==> config.mk <==
export PLATFORM = sky130hd
export DESIGN_NAME = iir_filter_direct_form2_fixed
export DESIGN_NICKNAME = d
export VERILOG_FILES = /design/src/rtl/iirdf2_pkg.sv /design/src/rtl/iirdf2_regs.sv /design/src/rtl/iirdf2_dp.sv /design/src/rtl/iirdf2_ctrl.sv /design/src/rtl/iir_filter_direct_form2_fixed.sv
export SDC_FILE = /design/constraint.sdc
export NUM_CORES = 2
export LEC_CHECK = 0
export BUFFER_PORTS_ARGS = -buffer_cell sky130_fd_sc_hd__buf_2
export CAP_MARGIN = 0
export CORE_ASPECT_RATIO = 0.9
export CORE_MARGIN = 1.5
export CORE_UTILIZATION = 45
export CTS_BUF_LIST = sky130_fd_sc_hd__clkbuf_8
export CTS_CLUSTER_DIAMETER = 120
export DETAILED_ROUTE_END_ITERATION = 7
export GPL_ROUTABILITY_DRIVEN = 0
export PLACE_DENSITY = 0.72
export REMOVE_ABC_BUFFERS = 1
export SLEW_MARGIN = 20
export SYNTH_ARGS = -nofsm -noshare
export SYNTH_HDL_FRONTEND = slang
export SYNTH_SLANG_ARGS = --single-unit
==> constraint.sdc <==
create_clock -name i_clk -period 22.2 [get_ports i_clk]
set_clock_uncertainty 0.05 [all_clocks]
set_input_delay 3.33 -clock i_clk [delete_from_list [all_inputs] [get_ports i_clk]]
set_output_delay 3.33 -clock i_clk [all_outputs]
set_load 0.05 [all_outputs]
==> src/rtl/iirdf2_pkg.sv <==
// Shared constants, types and the product scaling function for the IIR filter.
package iirdf2_pkg;

    // Filter dimensions and fixed-point scaling.
    localparam int ORDER      = 3;
    localparam int SHIFT      = 20;
    localparam int COEF_BITS  = 14;
    localparam int DATA_W     = 32;
    localparam int PROD_W     = DATA_W + COEF_BITS;
    localparam int LSH        = SHIFT - COEF_BITS + 1;
    localparam int LSH_L      = (LSH > 0) ? LSH : 0;
    localparam int LSH_R      = (LSH < 0) ? -LSH : 0;

    // Register bank layout.
    localparam int NUM_REGS   = 7;
    localparam int REG_IDX_W  = 3;
    localparam int APB_ADDR_W = REG_IDX_W + 2;
    localparam int APB_DATA_W = 32;

    // Sequencer step counter width.
    localparam int STEP_W     = 3;

    // Register indexes in the bank.
    typedef enum logic [REG_IDX_W-1:0] {
        REG_B0 = 3'd0,
        REG_B1 = 3'd1,
        REG_B2 = 3'd2,
        REG_B3 = 3'd3,
        REG_A1 = 3'd4,
        REG_A2 = 3'd5,
        REG_A3 = 3'd6
    } t_reg_idx;

    // Reset values of the coefficients.
    localparam logic [COEF_BITS-1:0] RST_B0 = COEF_BITS'(1692);
    localparam logic [COEF_BITS-1:0] RST_B1 = COEF_BITS'(4010);
    localparam logic [COEF_BITS-1:0] RST_B2 = COEF_BITS'(2943);
    localparam logic [COEF_BITS-1:0] RST_B3 = COEF_BITS'(625);
    localparam logic [COEF_BITS-1:0] RST_A1 = COEF_BITS'(0);
    localparam logic [COEF_BITS-1:0] RST_A2 = COEF_BITS'(486);
    localparam logic [COEF_BITS-1:0] RST_A3 = COEF_BITS'(593);

    // Coefficient set handed to the datapath.
    typedef struct packed {
        logic signed [COEF_BITS-1:0] b0;
        logic signed [COEF_BITS-1:0] b1;
        logic signed [COEF_BITS-1:0] b2;
        logic signed [COEF_BITS-1:0] b3;
        logic signed [COEF_BITS-1:0] a1;
        logic signed [COEF_BITS-1:0] a2;
        logic signed [COEF_BITS-1:0] a3;
    } t_coefs;

    // Operand pair selected for the shared multiplier.
    typedef enum logic [2:0] {
        MUL_A1 = 3'd0,
        MUL_A2 = 3'd1,
        MUL_A3 = 3'd2,
        MUL_B1 = 3'd3,
        MUL_B2 = 3'd4,
        MUL_B3 = 3'd5,
        MUL_B0 = 3'd6
    } t_mul_sel;

    // What the accumulators do with the registered product.
    typedef enum logic [2:0] {
        ACC_NONE     = 3'd0,
        ACC_FB_FIRST = 3'd1,
        ACC_FB       = 3'd2,
        ACC_FF_FIRST = 3'd3,
        ACC_FF       = 3'd4,
        ACC_OUT      = 3'd5
    } t_acc_op;

    // Commands from the controller to the datapath.
    typedef struct packed {
        logic     x_load;
        logic     mul_en;
        t_mul_sel mul_sel;
        t_acc_op  acc_op;
        logic     w_load;
        logic     dly_shift;
    } t_dp_cmd;

    // Status from the datapath to the controller.
    typedef struct packed {
        logic out_free;
    } t_dp_status;

    // Shift an exact product right by SHIFT, then left by SHIFT-COEF_BITS+1,
    // keeping the low word.
    function automatic logic [DATA_W-1:0] scale(input logic signed [PROD_W-1:0] prod);
        logic signed [PROD_W-1:0] r;
        r = prod >>> SHIFT;
        if (LSH >= 0) begin
            scale = DATA_W'(r <<< LSH_L);
        end else begin
            scale = DATA_W'(r >>> LSH_R);
        end
    endfunction

endpackage

==> src/rtl/iirdf2_regs.sv <==
// APB coefficient register bank of the IIR filter.
module iirdf2_regs (
    input  logic                                  i_clk,
    input  logic                                  i_rst_n,
    input  logic                                  psel,
    input  logic                                  penable,
    input  logic                                  pwrite,
    input  logic [iirdf2_pkg::APB_ADDR_W-1:0]     paddr,
    input  logic [iirdf2_pkg::APB_DATA_W-1:0]     pwdata,
    output logic [iirdf2_pkg::APB_DATA_W-1:0]     prdata,
    output logic                                  pready,
    output iirdf2_pkg::t_coefs                    o_coefs
);

    iirdf2_pkg::t_coefs                       r_coefs;
    logic [iirdf2_pkg::REG_IDX_W-1:0]         s_idx;
    logic [iirdf2_pkg::COEF_BITS-1:0]         s_wval;
    logic [iirdf2_pkg::COEF_BITS-1:0]         s_rval;
    logic                                     s_wr;

    assign pready  = 1'b1;
    assign s_idx   = paddr[iirdf2_pkg::APB_ADDR_W-1:2];
    assign s_wval  = pwdata[iirdf2_pkg::COEF_BITS-1:0];
    assign s_wr    = psel && penable && pwrite;
    assign o_coefs = r_coefs;

    // Register writes on the access phase; unmapped indexes are ignored.
    always_ff @(posedge i_clk) begin
        if (!i_rst_n) begin
            r_coefs.b0 <= iirdf2_pkg::RST_B0;
            r_coefs.b1 <= iirdf2_pkg::RST_B1;
            r_coefs.b2 <= iirdf2_pkg::RST_B2;
            r_coefs.b3 <= iirdf2_pkg::RST_B3;
            r_coefs.a1 <= iirdf2_pkg::RST_A1;
            r_coefs.a2 <= iirdf2_pkg::RST_A2;
            r_coefs.a3 <= iirdf2_pkg::RST_A3;
        end else if (s_wr) begin
            case (s_idx)
                iirdf2_pkg::REG_B0: r_coefs.b0 <= s_wval;
                iirdf2_pkg::REG_B1: r_coefs.b1 <= s_wval;
                iirdf2_pkg::REG_B2: r_coefs.b2 <= s_wval;
                iirdf2_pkg::REG_B3: r_coefs.b3 <= s_wval;
                iirdf2_pkg::REG_A1: r_coefs.a1 <= s_wval;
                iirdf2_pkg::REG_A2: r_coefs.a2 <= s_wval;
                iirdf2_pkg::REG_A3: r_coefs.a3 <= s_wval;
                default: ;
            endcase
        end
    end

    // Read mux; unmapped indexes read as zero.
    always_comb begin
        case (s_idx)
            iirdf2_pkg::REG_B0: s_rval = r_coefs.b0;
            iirdf2_pkg::REG_B1: s_rval = r_coefs.b1;
            iirdf2_pkg::REG_B2: s_rval = r_coefs.b2;
            iirdf2_pkg::REG_B3: s_rval = r_coefs.b3;
            iirdf2_pkg::REG_A1: s_rval = r_coefs.a1;
            iirdf2_pkg::REG_A2: s_rval = r_coefs.a2;
            iirdf2_pkg::REG_A3: s_rval = r_coefs.a3;
            default:            s_rval = '0;
        endcase
    end

    assign prdata = iirdf2_pkg::APB_DATA_W'(s_rval);

endmodule

==> src/rtl/iirdf2_dp.sv <==
// Datapath of the IIR filter: shared multiplier, accumulators, delay line, output register.
module iirdf2_dp (
    input  logic                                  i_clk,
    input  logic                                  i_rst_n,
    input  iirdf2_pkg::t_dp_cmd                   i_cmd,
    output iirdf2_pkg::t_dp_status                o_status,
    input  iirdf2_pkg::t_coefs                    i_coefs,
    input  logic signed [iirdf2_pkg::DATA_W-1:0]  i_sample_in,
    output logic                                  o_out_valid,
    input  logic                                  i_out_ready,
    output logic signed [iirdf2_pkg::DATA_W-1:0]  o_sample_out
);

    logic        [iirdf2_pkg::DATA_W-1:0]     r_delay [iirdf2_pkg::ORDER];
    logic        [iirdf2_pkg::DATA_W-1:0]     r_x;
    logic        [iirdf2_pkg::DATA_W-1:0]     r_w;
    logic        [iirdf2_pkg::DATA_W-1:0]     r_fb;
    logic        [iirdf2_pkg::DATA_W-1:0]     r_ff;
    logic        [iirdf2_pkg::DATA_W-1:0]     r_out;
    logic                                     r_out_valid;
    logic signed [iirdf2_pkg::PROD_W-1:0]     r_prod;
    logic signed [iirdf2_pkg::PROD_W-1:0]     n_prod;
    logic signed [iirdf2_pkg::DATA_W-1:0]     s_opd;
    logic signed [iirdf2_pkg::COEF_BITS-1:0]  s_opc;
    logic        [iirdf2_pkg::DATA_W-1:0]     s_scaled;

    // Operand selection for the shared multiplier.
    always_comb begin
        case (i_cmd.mul_sel)
            iirdf2_pkg::MUL_A1: begin s_opd = r_delay[0]; s_opc = i_coefs.a1; end
            iirdf2_pkg::MUL_A2: begin s_opd = r_delay[1]; s_opc = i_coefs.a2; end
            iirdf2_pkg::MUL_A3: begin s_opd = r_delay[2]; s_opc = i_coefs.a3; end
            iirdf2_pkg::MUL_B1: begin s_opd = r_delay[0]; s_opc = i_coefs.b1; end
            iirdf2_pkg::MUL_B2: begin s_opd = r_delay[1]; s_opc = i_coefs.b2; end
            iirdf2_pkg::MUL_B3: begin s_opd = r_delay[2]; s_opc = i_coefs.b3; end
            iirdf2_pkg::MUL_B0: begin s_opd = r_w;        s_opc = i_coefs.b0; end
            default:            begin s_opd = r_w;        s_opc = i_coefs.b0; end
        endcase
    end

    // Exact signed product, registered before scaling.
    assign n_prod = s_opd * s_opc;

    always_ff @(posedge i_clk) begin
        if (i_cmd.mul_en) begin
            r_prod <= n_prod;
        end
    end

    assign s_scaled = iirdf2_pkg::scale(r_prod);

    // Input sample capture and the intermediate value w = x + feedback.
    always_ff @(posedge i_clk) begin
        if (i_cmd.x_load) begin
            r_x <= i_sample_in;
        end
        if (i_cmd.w_load) begin
            r_w <= r_x + r_fb;
        end
    end

    // Feedback and feed-forward accumulators and the output register, wrapping at the word width.
    always_ff @(posedge i_clk) begin
        case (i_cmd.acc_op)
            iirdf2_pkg::ACC_FB_FIRST: r_fb  <= '0 - s_scaled;
            iirdf2_pkg::ACC_FB:       r_fb  <= r_fb - s_scaled;
            iirdf2_pkg::ACC_FF_FIRST: r_ff  <= s_scaled;
            iirdf2_pkg::ACC_FF:       r_ff  <= r_ff + s_scaled;
            iirdf2_pkg::ACC_OUT:      r_out <= r_ff + s_scaled;
            default: ;
        endcase
    end

    // Delay line of intermediate values, cleared at reset.
    always_ff @(posedge i_clk) begin
        if (!i_rst_n) begin
            for (int k = 0; k < iirdf2_pkg::ORDER; k++) begin
                r_delay[k] <= '0;
            end
        end else if (i_cmd.dly_shift) begin
            r_delay[0] <= r_w;
            for (int k = 1; k < iirdf2_pkg::ORDER; k++) begin
                r_delay[k] <= r_delay[k-1];
            end
        end
    end

    // Output register valid flag.
    always_ff @(posedge i_clk) begin
        if (!i_rst_n) begin
            r_out_valid <= 1'b0;
        end else if (i_cmd.acc_op == iirdf2_pkg::ACC_OUT) begin
            r_out_valid <= 1'b1;
        end else if (i_out_ready) begin
            r_out_valid <= 1'b0;
        end
    end

    assign o_status.out_free = !r_out_valid || i_out_ready;
    assign o_out_valid       = r_out_valid;
    assign o_sample_out      = r_out;

endmodule

==> src/rtl/iirdf2_ctrl.sv <==
// Sequencer of the IIR filter: schedules the seven products on the shared multiplier.
module iirdf2_ctrl (
    input  logic                   i_clk,
    input  logic                   i_rst_n,
    input  logic                   i_in_valid,
    output logic                   o_in_ready,
    input  iirdf2_pkg::t_dp_status i_status,
    output iirdf2_pkg::t_dp_cmd    o_cmd
);

    typedef enum logic [1:0] {
        ST_IDLE = 2'b01,
        ST_RUN  = 2'b10
    } t_state;

    // Steps of one transaction after the accept cycle.
    localparam logic [iirdf2_pkg::STEP_W-1:0] STEP_A2  = 3'd1;
    localparam logic [iirdf2_pkg::STEP_W-1:0] STEP_A3  = 3'd2;
    localparam logic [iirdf2_pkg::STEP_W-1:0] STEP_B1  = 3'd3;
    localparam logic [iirdf2_pkg::STEP_W-1:0] STEP_B2  = 3'd4;
    localparam logic [iirdf2_pkg::STEP_W-1:0] STEP_B3  = 3'd5;
    localparam logic [iirdf2_pkg::STEP_W-1:0] STEP_B0  = 3'd6;
    localparam logic [iirdf2_pkg::STEP_W-1:0] STEP_OUT = 3'd7;

    t_state                          r_state;
    t_state                          n_state;
    logic [iirdf2_pkg::STEP_W-1:0]   r_step;
    logic [iirdf2_pkg::STEP_W-1:0]   n_step;

    always_ff @(posedge i_clk) begin
        if (!i_rst_n) begin
            r_state <= ST_IDLE;
            r_step  <= '0;
        end else begin
            r_state <= n_state;
            r_step  <= n_step;
        end
    end

    // Next state and command decode.
    always_comb begin
        n_state         = r_state;
        n_step          = r_step;
        o_in_ready      = 1'b0;
        o_cmd.x_load    = 1'b0;
        o_cmd.mul_en    = 1'b0;
        o_cmd.mul_sel   = iirdf2_pkg::MUL_A1;
        o_cmd.acc_op    = iirdf2_pkg::ACC_NONE;
        o_cmd.w_load    = 1'b0;
        o_cmd.dly_shift = 1'b0;
        case (r_state)
            ST_IDLE: begin
                o_in_ready = 1'b1;
                if (i_in_valid) begin
                    // The first feedback product starts in the accept cycle.
                    o_cmd.x_load  = 1'b1;
                    o_cmd.mul_en  = 1'b1;
                    o_cmd.mul_sel = iirdf2_pkg::MUL_A1;
                    n_state       = ST_RUN;
                    n_step        = STEP_A2;
                end
            end
            ST_RUN: begin
                n_step = r_step + 1'b1;
                case (r_step)
                    STEP_A2: begin
                        o_cmd.mul_en  = 1'b1;
                        o_cmd.mul_sel = iirdf2_pkg::MUL_A2;
                        o_cmd.acc_op  = iirdf2_pkg::ACC_FB_FIRST;
                    end
                    STEP_A3: begin
                        o_cmd.mul_en  = 1'b1;
                        o_cmd.mul_sel = iirdf2_pkg::MUL_A3;
                        o_cmd.acc_op  = iirdf2_pkg::ACC_FB;
                    end
                    STEP_B1: begin
                        o_cmd.mul_en  = 1'b1;
                        o_cmd.mul_sel = iirdf2_pkg::MUL_B1;
                        o_cmd.acc_op  = iirdf2_pkg::ACC_FB;
                    end
                    STEP_B2: begin
                        // Feedback is complete here, so w is formed now.
                        o_cmd.mul_en  = 1'b1;
                        o_cmd.mul_sel = iirdf2_pkg::MUL_B2;
                        o_cmd.acc_op  = iirdf2_pkg::ACC_FF_FIRST;
                        o_cmd.w_load  = 1'b1;
                    end
                    STEP_B3: begin
                        o_cmd.mul_en  = 1'b1;
                        o_cmd.mul_sel = iirdf2_pkg::MUL_B3;
                        o_cmd.acc_op  = iirdf2_pkg::ACC_FF;
                    end
                    STEP_B0: begin
                        // The taps are no longer needed, so the delay line moves.
                        o_cmd.mul_en    = 1'b1;
                        o_cmd.mul_sel   = iirdf2_pkg::MUL_B0;
                        o_cmd.acc_op    = iirdf2_pkg::ACC_FF;
                        o_cmd.dly_shift = 1'b1;
                    end
                    STEP_OUT: begin
                        // Wait here while the previous result is still held.
                        n_step = r_step;
                        if (i_status.out_free) begin
                            o_cmd.acc_op = iirdf2_pkg::ACC_OUT;
                            n_state      = ST_IDLE;
                            n_step       = '0;
                        end
                    end
                    default: begin
                        n_state = ST_IDLE;
                        n_step  = '0;
                    end
                endcase
            end
            default: begin
                n_state = ST_IDLE;
                n_step  = '0;
            end
        endcase
    end

endmodule

==> src/rtl/iir_filter_direct_form2_fixed.sv <==
// Top level of the third-order direct form II fixed-point IIR filter.
//
// Input samples arrive on a valid/ready channel (i_in_valid, o_in_ready,
// i_sample_in) and filtered samples leave on another (o_out_valid,
// i_out_ready, o_sample_out); one result follows every input transaction.
// The seven coefficients are written through an APB port at byte addresses
// 0, 4, ... 24 in the order b0, b1, b2, b3, a1, a2, a3; pready is always high.
// A single multiplier computes all seven products in sequence, so one sample
// occupies the block for the accept cycle plus seven sequencer steps. The
// result is registered in the last step, and a new sample can be accepted in
// the cycle after that. The result sits in an output register, so the next
// sample is accepted while a result still waits; if the receiver stalls, the
// following result is held in the last step until the output register frees
// up. Synchronous reset clears the delay line, restores the default
// coefficients and empties the output register. The user must write
// coefficients only while idle; the block itself does not enforce this.
module iir_filter_direct_form2_fixed (
    input  logic                                  i_clk,
    input  logic                                  i_rst_n,
    input  logic                                  i_in_valid,
    output logic                                  o_in_ready,
    input  logic signed [iirdf2_pkg::DATA_W-1:0]  i_sample_in,
    output logic                                  o_out_valid,
    input  logic                                  i_out_ready,
    output logic signed [iirdf2_pkg::DATA_W-1:0]  o_sample_out,
    input  logic                                  psel,
    input  logic                                  penable,
    input  logic                                  pwrite,
    input  logic [iirdf2_pkg::APB_ADDR_W-1:0]     paddr,
    input  logic [iirdf2_pkg::APB_DATA_W-1:0]     pwdata,
    output logic [iirdf2_pkg::APB_DATA_W-1:0]     prdata,
    output logic                                  pready
);

    iirdf2_pkg::t_coefs     s_coefs;
    iirdf2_pkg::t_dp_cmd    s_cmd;
    iirdf2_pkg::t_dp_status s_status;

    // Coefficient registers.
    iirdf2_regs u_regs (
        .i_clk   (i_clk),
        .i_rst_n (i_rst_n),
        .psel    (psel),
        .penable (penable),
        .pwrite  (pwrite),
        .paddr   (paddr),
        .pwdata  (pwdata),
        .prdata  (prdata),
        .pready  (pready),
        .o_coefs (s_coefs)
    );

    // Sequencer.
    iirdf2_ctrl u_ctrl (
        .i_clk      (i_clk),
        .i_rst_n    (i_rst_n),
        .i_in_valid (i_in_valid),
        .o_in_ready (o_in_ready),
        .i_status   (s_status),
        .o_cmd      (s_cmd)
    );

    // Arithmetic and storage.
    iirdf2_dp u_dp (
        .i_clk        (i_clk),
        .i_rst_n      (i_rst_n),
        .i_cmd        (s_cmd),
        .o_status     (s_status),
        .i_coefs      (s_coefs),
        .i_sample_in  (i_sample_in),
        .o_out_valid  (o_out_valid),
        .i_out_ready  (i_out_ready),
        .o_sample_out (o_sample_out)
    );

    // The block is busy in the cycle after an input transaction.
    a_busy_after_accept: assert property (@(posedge i_clk) disable iff (!i_rst_n)
        i_in_valid && o_in_ready |=> !o_in_ready)
        else $error("input accepted while a sample was in progress");

    // A result is only written into a free output register.
    a_no_overwrite: assert property (@(posedge i_clk) disable iff (!i_rst_n)
        s_cmd.acc_op == iirdf2_pkg::ACC_OUT |-> (!o_out_valid || i_out_ready))
        else $error("pending result overwritten");

    // Results are produced only while a sample is in progress.
    a_out_when_busy: assert property (@(posedge i_clk) disable iff (!i_rst_n)
        s_cmd.acc_op == iirdf2_pkg::ACC_OUT |-> !o_in_ready)
        else $error("result produced while idle");

    // Every result written appears on the output the cycle after.
    a_out_valid_follows: assert property (@(posedge i_clk) disable iff (!i_rst_n)
        s_cmd.acc_op == iirdf2_pkg::ACC_OUT |=> o_out_valid)
        else $error("result not presented");

endmodule

==> metrics list <==
- Status: complete, no violations
- Detailed routing inserted a total of around 25k vias.
- Timing would allow up to 97.4 MHz.
* Residual overflow from global routing: 0
- Half-perimeter wire length after detailed placement: about 60000 um
* Combined area of the multi-input logic cells: about 0.021 mm^2
- Number of setup violations in the final report: 0
* Top area cells in the synthesized netlist: sky130_fd_sc_hd__fa_1 25%, sky130_fd_sc_hd__edfxtp_1 24%, sky130_fd_sc_hd__ha_1 6.7%, sky130_fd_sc_hd__dfxtp_1 6.3%, sky130_fd_sc_hd__nand2_1 6.0%
- Leak: 16.0 nW
- Relative to the synthesized area, the layout overhead comes to 8.39%.
- In this run the power density over the cells is a little over 50 mW/mm^2.
* Placement row count: 94
- Total of flip-flops plus latches after synthesis: about 360
- Largest net degree at the start of global routing: 97
- Slew at the pin closest to its max-slew limit: ~1.1 ns
- Once placement completed, the tool counted placed cells totaling about 4.4k.
- In this run the cell area of the synthesized design comes to between 0.03 and 0.04 mm^2.
* Root buffer selected by CTS: sky130_fd_sc_hd__clkbuf_8
- STA classifies the critical path endpoint as a register.
* Reg-to-reg critical path startpoint: u_ctrl.r_step[1]$_SDFFE_PN0P_
- After clock tree synthesis, the clock-pin slew on the worst setup and hold paths is about 0.06 ns.
- Avg Synthesized Cell Area: roughly 9.5 um^2
- Final Max Slew Viols: 0
- Library cell with the highest instance count after synthesis: sky130_fd_sc_hd__nand2_1
- Longest individual stage delay on the worst path: approximately 0.79 ns
* Area fraction of the dominant cell type after synthesis: 24.6%
- Cell accounting for the most synthesized area: sky130_fd_sc_hd__fa_1
- In the synthesized netlist the async set-or-reset flop fraction comes to 0%.
- Type of origin of the critical path: register
- Measured along the y axis, the die boundary spans approximately 260 um.
- Cts repair resizes: 0
- Using the TritonRoute via totals, the vias-per-cell ratio works out to approximately 5.5.
- First-pass GRT wire length: 135000 um
- Post-synth top cells: 528 x sky130_fd_sc_hd__nand2_1, 490 x sky130_fd_sc_hd__inv_1, 407 x sky130_fd_sc_hd__fa_1
- Synthesis Warnings: 0
- The count of buffers added on input and output ports is 96.
* End of the worst hold path: u_dp.r_w[0]$_DFFE_PP_
- Worst Path Class, Setup: register to register
- The total area inside the core boundary comes to between 0.07 and 0.08 mm^2.
- The worst hold path passes through 0 cells.
- Origin of the worst min-delay path: u_dp.r_x[0]$_DFFE_PP_
- The worst register-to-register path ends at u_dp.r_prod[42]$_DFFE_PP_.
* Number of endpoints with negative hold slack in the final report: 0
- The pre-antenna-repair detailed-routing pass consisted of 7 iterations.
- The critical path contains buffers and inverters numbering 7 combined.
* Number of sinks handled by clock tree synthesis: 364
- In the final routed layout, each cell accounts on average for roughly 18 um.
* Minimum clock period: 10.27 ns
* H-tree depth: 2
- Die Footprint: 0.0753 mm^2
* Number of buffers added for setup after CTS: 0
- Buffers inserted to repair hold after CTS numbered 0.
- STA puts the critical path data required time at 22.54 ns.
* Post-Route Setup TNS: 0 ns
* Seq. cell area: 0.00989 mm^2
- Number of antenna-violating nets in the routed design: 0
* Share of the yosys chip area belonging to registers: 29.8%
- For this design the top-level I/O count stands at about 140.
- Max-cap violations in this run came to 0.
- Number of filler cells placed in the layout: 6656
- Top_reg_cell synth: sky130_fd_sc_hd__edfxtp_1
* Gate Count Post-Synth: 3482
- For the worst flop-to-flop path, the logic depth is 30.
- The post-route netlist has between 8 and 9% of its cells at a drive strength greater than 1.
* Final Cycle Share: 46.3%
- The synthesized netlist contains 86 unique library cells.
- Starting density of the core: 45.4%
- The number of antenna violations at the first check in global routing is 2.
- Crit-path max FO: 69
- Measured against its own limit, the worst slew margin works out to between 20% and 30%.
- Peak supply drop: 0.0711 mV
- CTS Buf Count: 57
- Counting along the longest clock path gives a buffer depth of 3.
- Across all register-to-register paths, the minimum setup slack is around 12 ns.
- Setup repair after global routing missed its margin: no
- 1st-iter DRT viols: between 2k and 3k
- CP arrival: 10.61 ns
* Class of the most critical hold timing path: register to register
- Number of nets in the layout: 4194
* Clock latency on the worst-skew pair: between 0.6 and 0.7 ns
* Final Instance Count excl. Fillers: between 4k and 5k
* DRC Markers: 0
* Crit path max-delay cell type: sky130_fd_sc_hd__o21ai_1
- Total routed wirelength: 83700 um
* Number of flops mapped to enable cells by yosys: 260
- TritonCTS clock tree: yes
* Aggregate global-route resource usage: between 20% and 30%
- Grouping stages by cell kind, the critical path spends the most delay in adder cells.
- The via count of the first global-routing pass came to between 20k and 25k.
- Measured along the x axis, the die boundary spans just under 300 um.
-- cell families (layout without fill, tap and decap cells) --
family / Yosys count / count (layout) / share of synthesized area (%)
AND/OR/NAND/NOR: 1181 / 1181 / 15.9
adder cells (fa/ha/maj): 585 / 585 / 31.3
flip-flops: 364 / 364 / 29.8
XOR/XNOR: 115 / 115 / 3.04
other: 2 / 28 / 0.0226
AO/OA/AOI/OAI: 529 / 529 / 10.5
buffers and inverters: 670 / 742 / 7.94
multiplexers: 36 / 36 / 1.49
-- per-stage QoR --
step | utilization (%) | power [mW] | hold slack (ns) | worst slack (ns) | cell area [um^2]
2_1_floorplan | - | 1.10 | 0.350 | 11.81 | 32500
3_3_place_gp | 47.5 | 1.21 | 0.352 | 12.12 | 34700
3_5_place_dp | 47.5 | 1.21 | 0.355 | 12.04 | 34700
4_1_cts | 49.2 | 1.85 | 0.372 | 12.01 | 35900
5_1_grt | 49.2 | 1.93 | 0.378 | 11.57 | 35900
6_report | 49.2 | 1.84 | 0.370 | 11.93 | 35900
-- cell usage in the layout (no fill, tap or decap), types with 10 or more instances in the layout --
| master | n |
|---|---|
| sky130_fd_sc_hd__o21a_1 | 39 |
| sky130_fd_sc_hd__nand4_1 | 20 |
| sky130_fd_sc_hd__buf_2 | 96 |
| sky130_fd_sc_hd__inv_1 | 503 |
| sky130_fd_sc_hd__nand2_1 | 526 |
| sky130_fd_sc_hd__clkbuf_8 | 71 |
| sky130_fd_sc_hd__nor3_1 | 28 |
| sky130_fd_sc_hd__edfxtp_1 | 260 |
| sky130_fd_sc_hd__a222oi_1 | 42 |
| sky130_fd_sc_hd__xor2_1 | 34 |
| sky130_fd_sc_hd__a21o_1 | 38 |
| sky130_fd_sc_hd__dfxtp_1 | 104 |
| sky130_fd_sc_hd__o21ai_2 | 11 |
| sky130_fd_sc_hd__conb_1 | 26 |
| sky130_fd_sc_hd__o21ai_0 | 92 |
| sky130_fd_sc_hd__nand2b_1 | 25 |
| sky130_fd_sc_hd__mux4_2 | 10 |
| sky130_fd_sc_hd__xnor2_1 | 81 |
| sky130_fd_sc_hd__fa_1 | 407 |
| sky130_fd_sc_hd__ha_1 | 178 |
| sky130_fd_sc_hd__a22oi_1 | 14 |
| sky130_fd_sc_hd__nor2b_1 | 36 |
| sky130_fd_sc_hd__o21ai_1 | 22 |
| sky130_fd_sc_hd__and3_1 | 10 |
| sky130_fd_sc_hd__buf_4 | 50 |
| sky130_fd_sc_hd__a21oi_1 | 174 |
| sky130_fd_sc_hd__nor2_1 | 298 |
| sky130_fd_sc_hd__mux2i_1 | 18 |
| sky130_fd_sc_hd__and2_1 | 119 |
| sky130_fd_sc_hd__nand3_1 | 68 |
-- sequential cells by signal (all words and copies together), names as in the netlist --
register,flops
u_regs.o_coefs,98
u_dp.r_w,32
u_dp.o_sample_out,25
u_dp.r_ff,25
u_dp.r_x,32
u_dp.r_delay,96
u_ctrl.r_step,3
u_dp.r_prod,25
u_dp.o_out_valid,1
u_ctrl.r_state,2
u_dp.r_fb,25
-- layer usage --
layer / wire length (um) / GRT usage, % / share of wire, %
met1: 34900 / 30.9 / 42
met2: 38600 / 36.4 / 46
met3: 7210 / 4.04 / 8.6
met4: 2920 / 7.88 / 3.5
met5: 13 / 0 / 0.016
-- worst register-to-register path, delay by kind of cell (launching register included) --
family,cells,cell delay [ns]
fa+ha+maj,8,3.68
buf+inv,7,0.87
flops,1,0.45
simple gates,4,1.43
compound gates,11,3.55
-- final cells by class --
class | count | area share (%)
multi-input combinational | 2472 | 58.1
sequential | 364 | 27.5
inverter | 492 | 5.14
tap | 960 | 3.34
clock buffer | 71 | 2.72
timing repair buffer | 146 | 2.38
clock inverter | 33 | 0.790
antenna | 2 | 0.0139
-- worst max path at each step --
stage	start	to	slack (ns)	depth (start not counted)
global route	u_ctrl.r_step[1]$_SDFFE_PN0P_	u_dp.r_prod[42]$_DFFE_PP_	11.57	30
CTS	u_ctrl.r_step[1]$_SDFFE_PN0P_	u_dp.r_prod[42]$_DFFE_PP_	12.01	30
floorplan	u_ctrl.r_step[1]$_SDFFE_PN0P_	u_dp.r_prod[42]$_DFFE_PP_	11.81	29
finish	u_ctrl.r_step[1]$_SDFFE_PN0P_	u_dp.r_prod[42]$_DFFE_PP_	11.93	30
detailed placement	u_ctrl.r_step[1]$_SDFFE_PN0P_	u_dp.r_prod[42]$_DFFE_PP_	12.04	30
global placement	u_ctrl.r_step[1]$_SDFFE_PN0P_	u_dp.r_prod[42]$_DFFE_PP_	12.12	30
-- power breakdown --
part           internal [mW]  switching [mW]  total [mW]  leakage [nW]
registers              0.779          0.0267       0.805          3.34
logic                  0.146           0.254       0.400          12.0
clock network          0.347           0.289       0.637         0.697
total                   1.27           0.570        1.84          16.0
(Power assumes the default switching activity.)
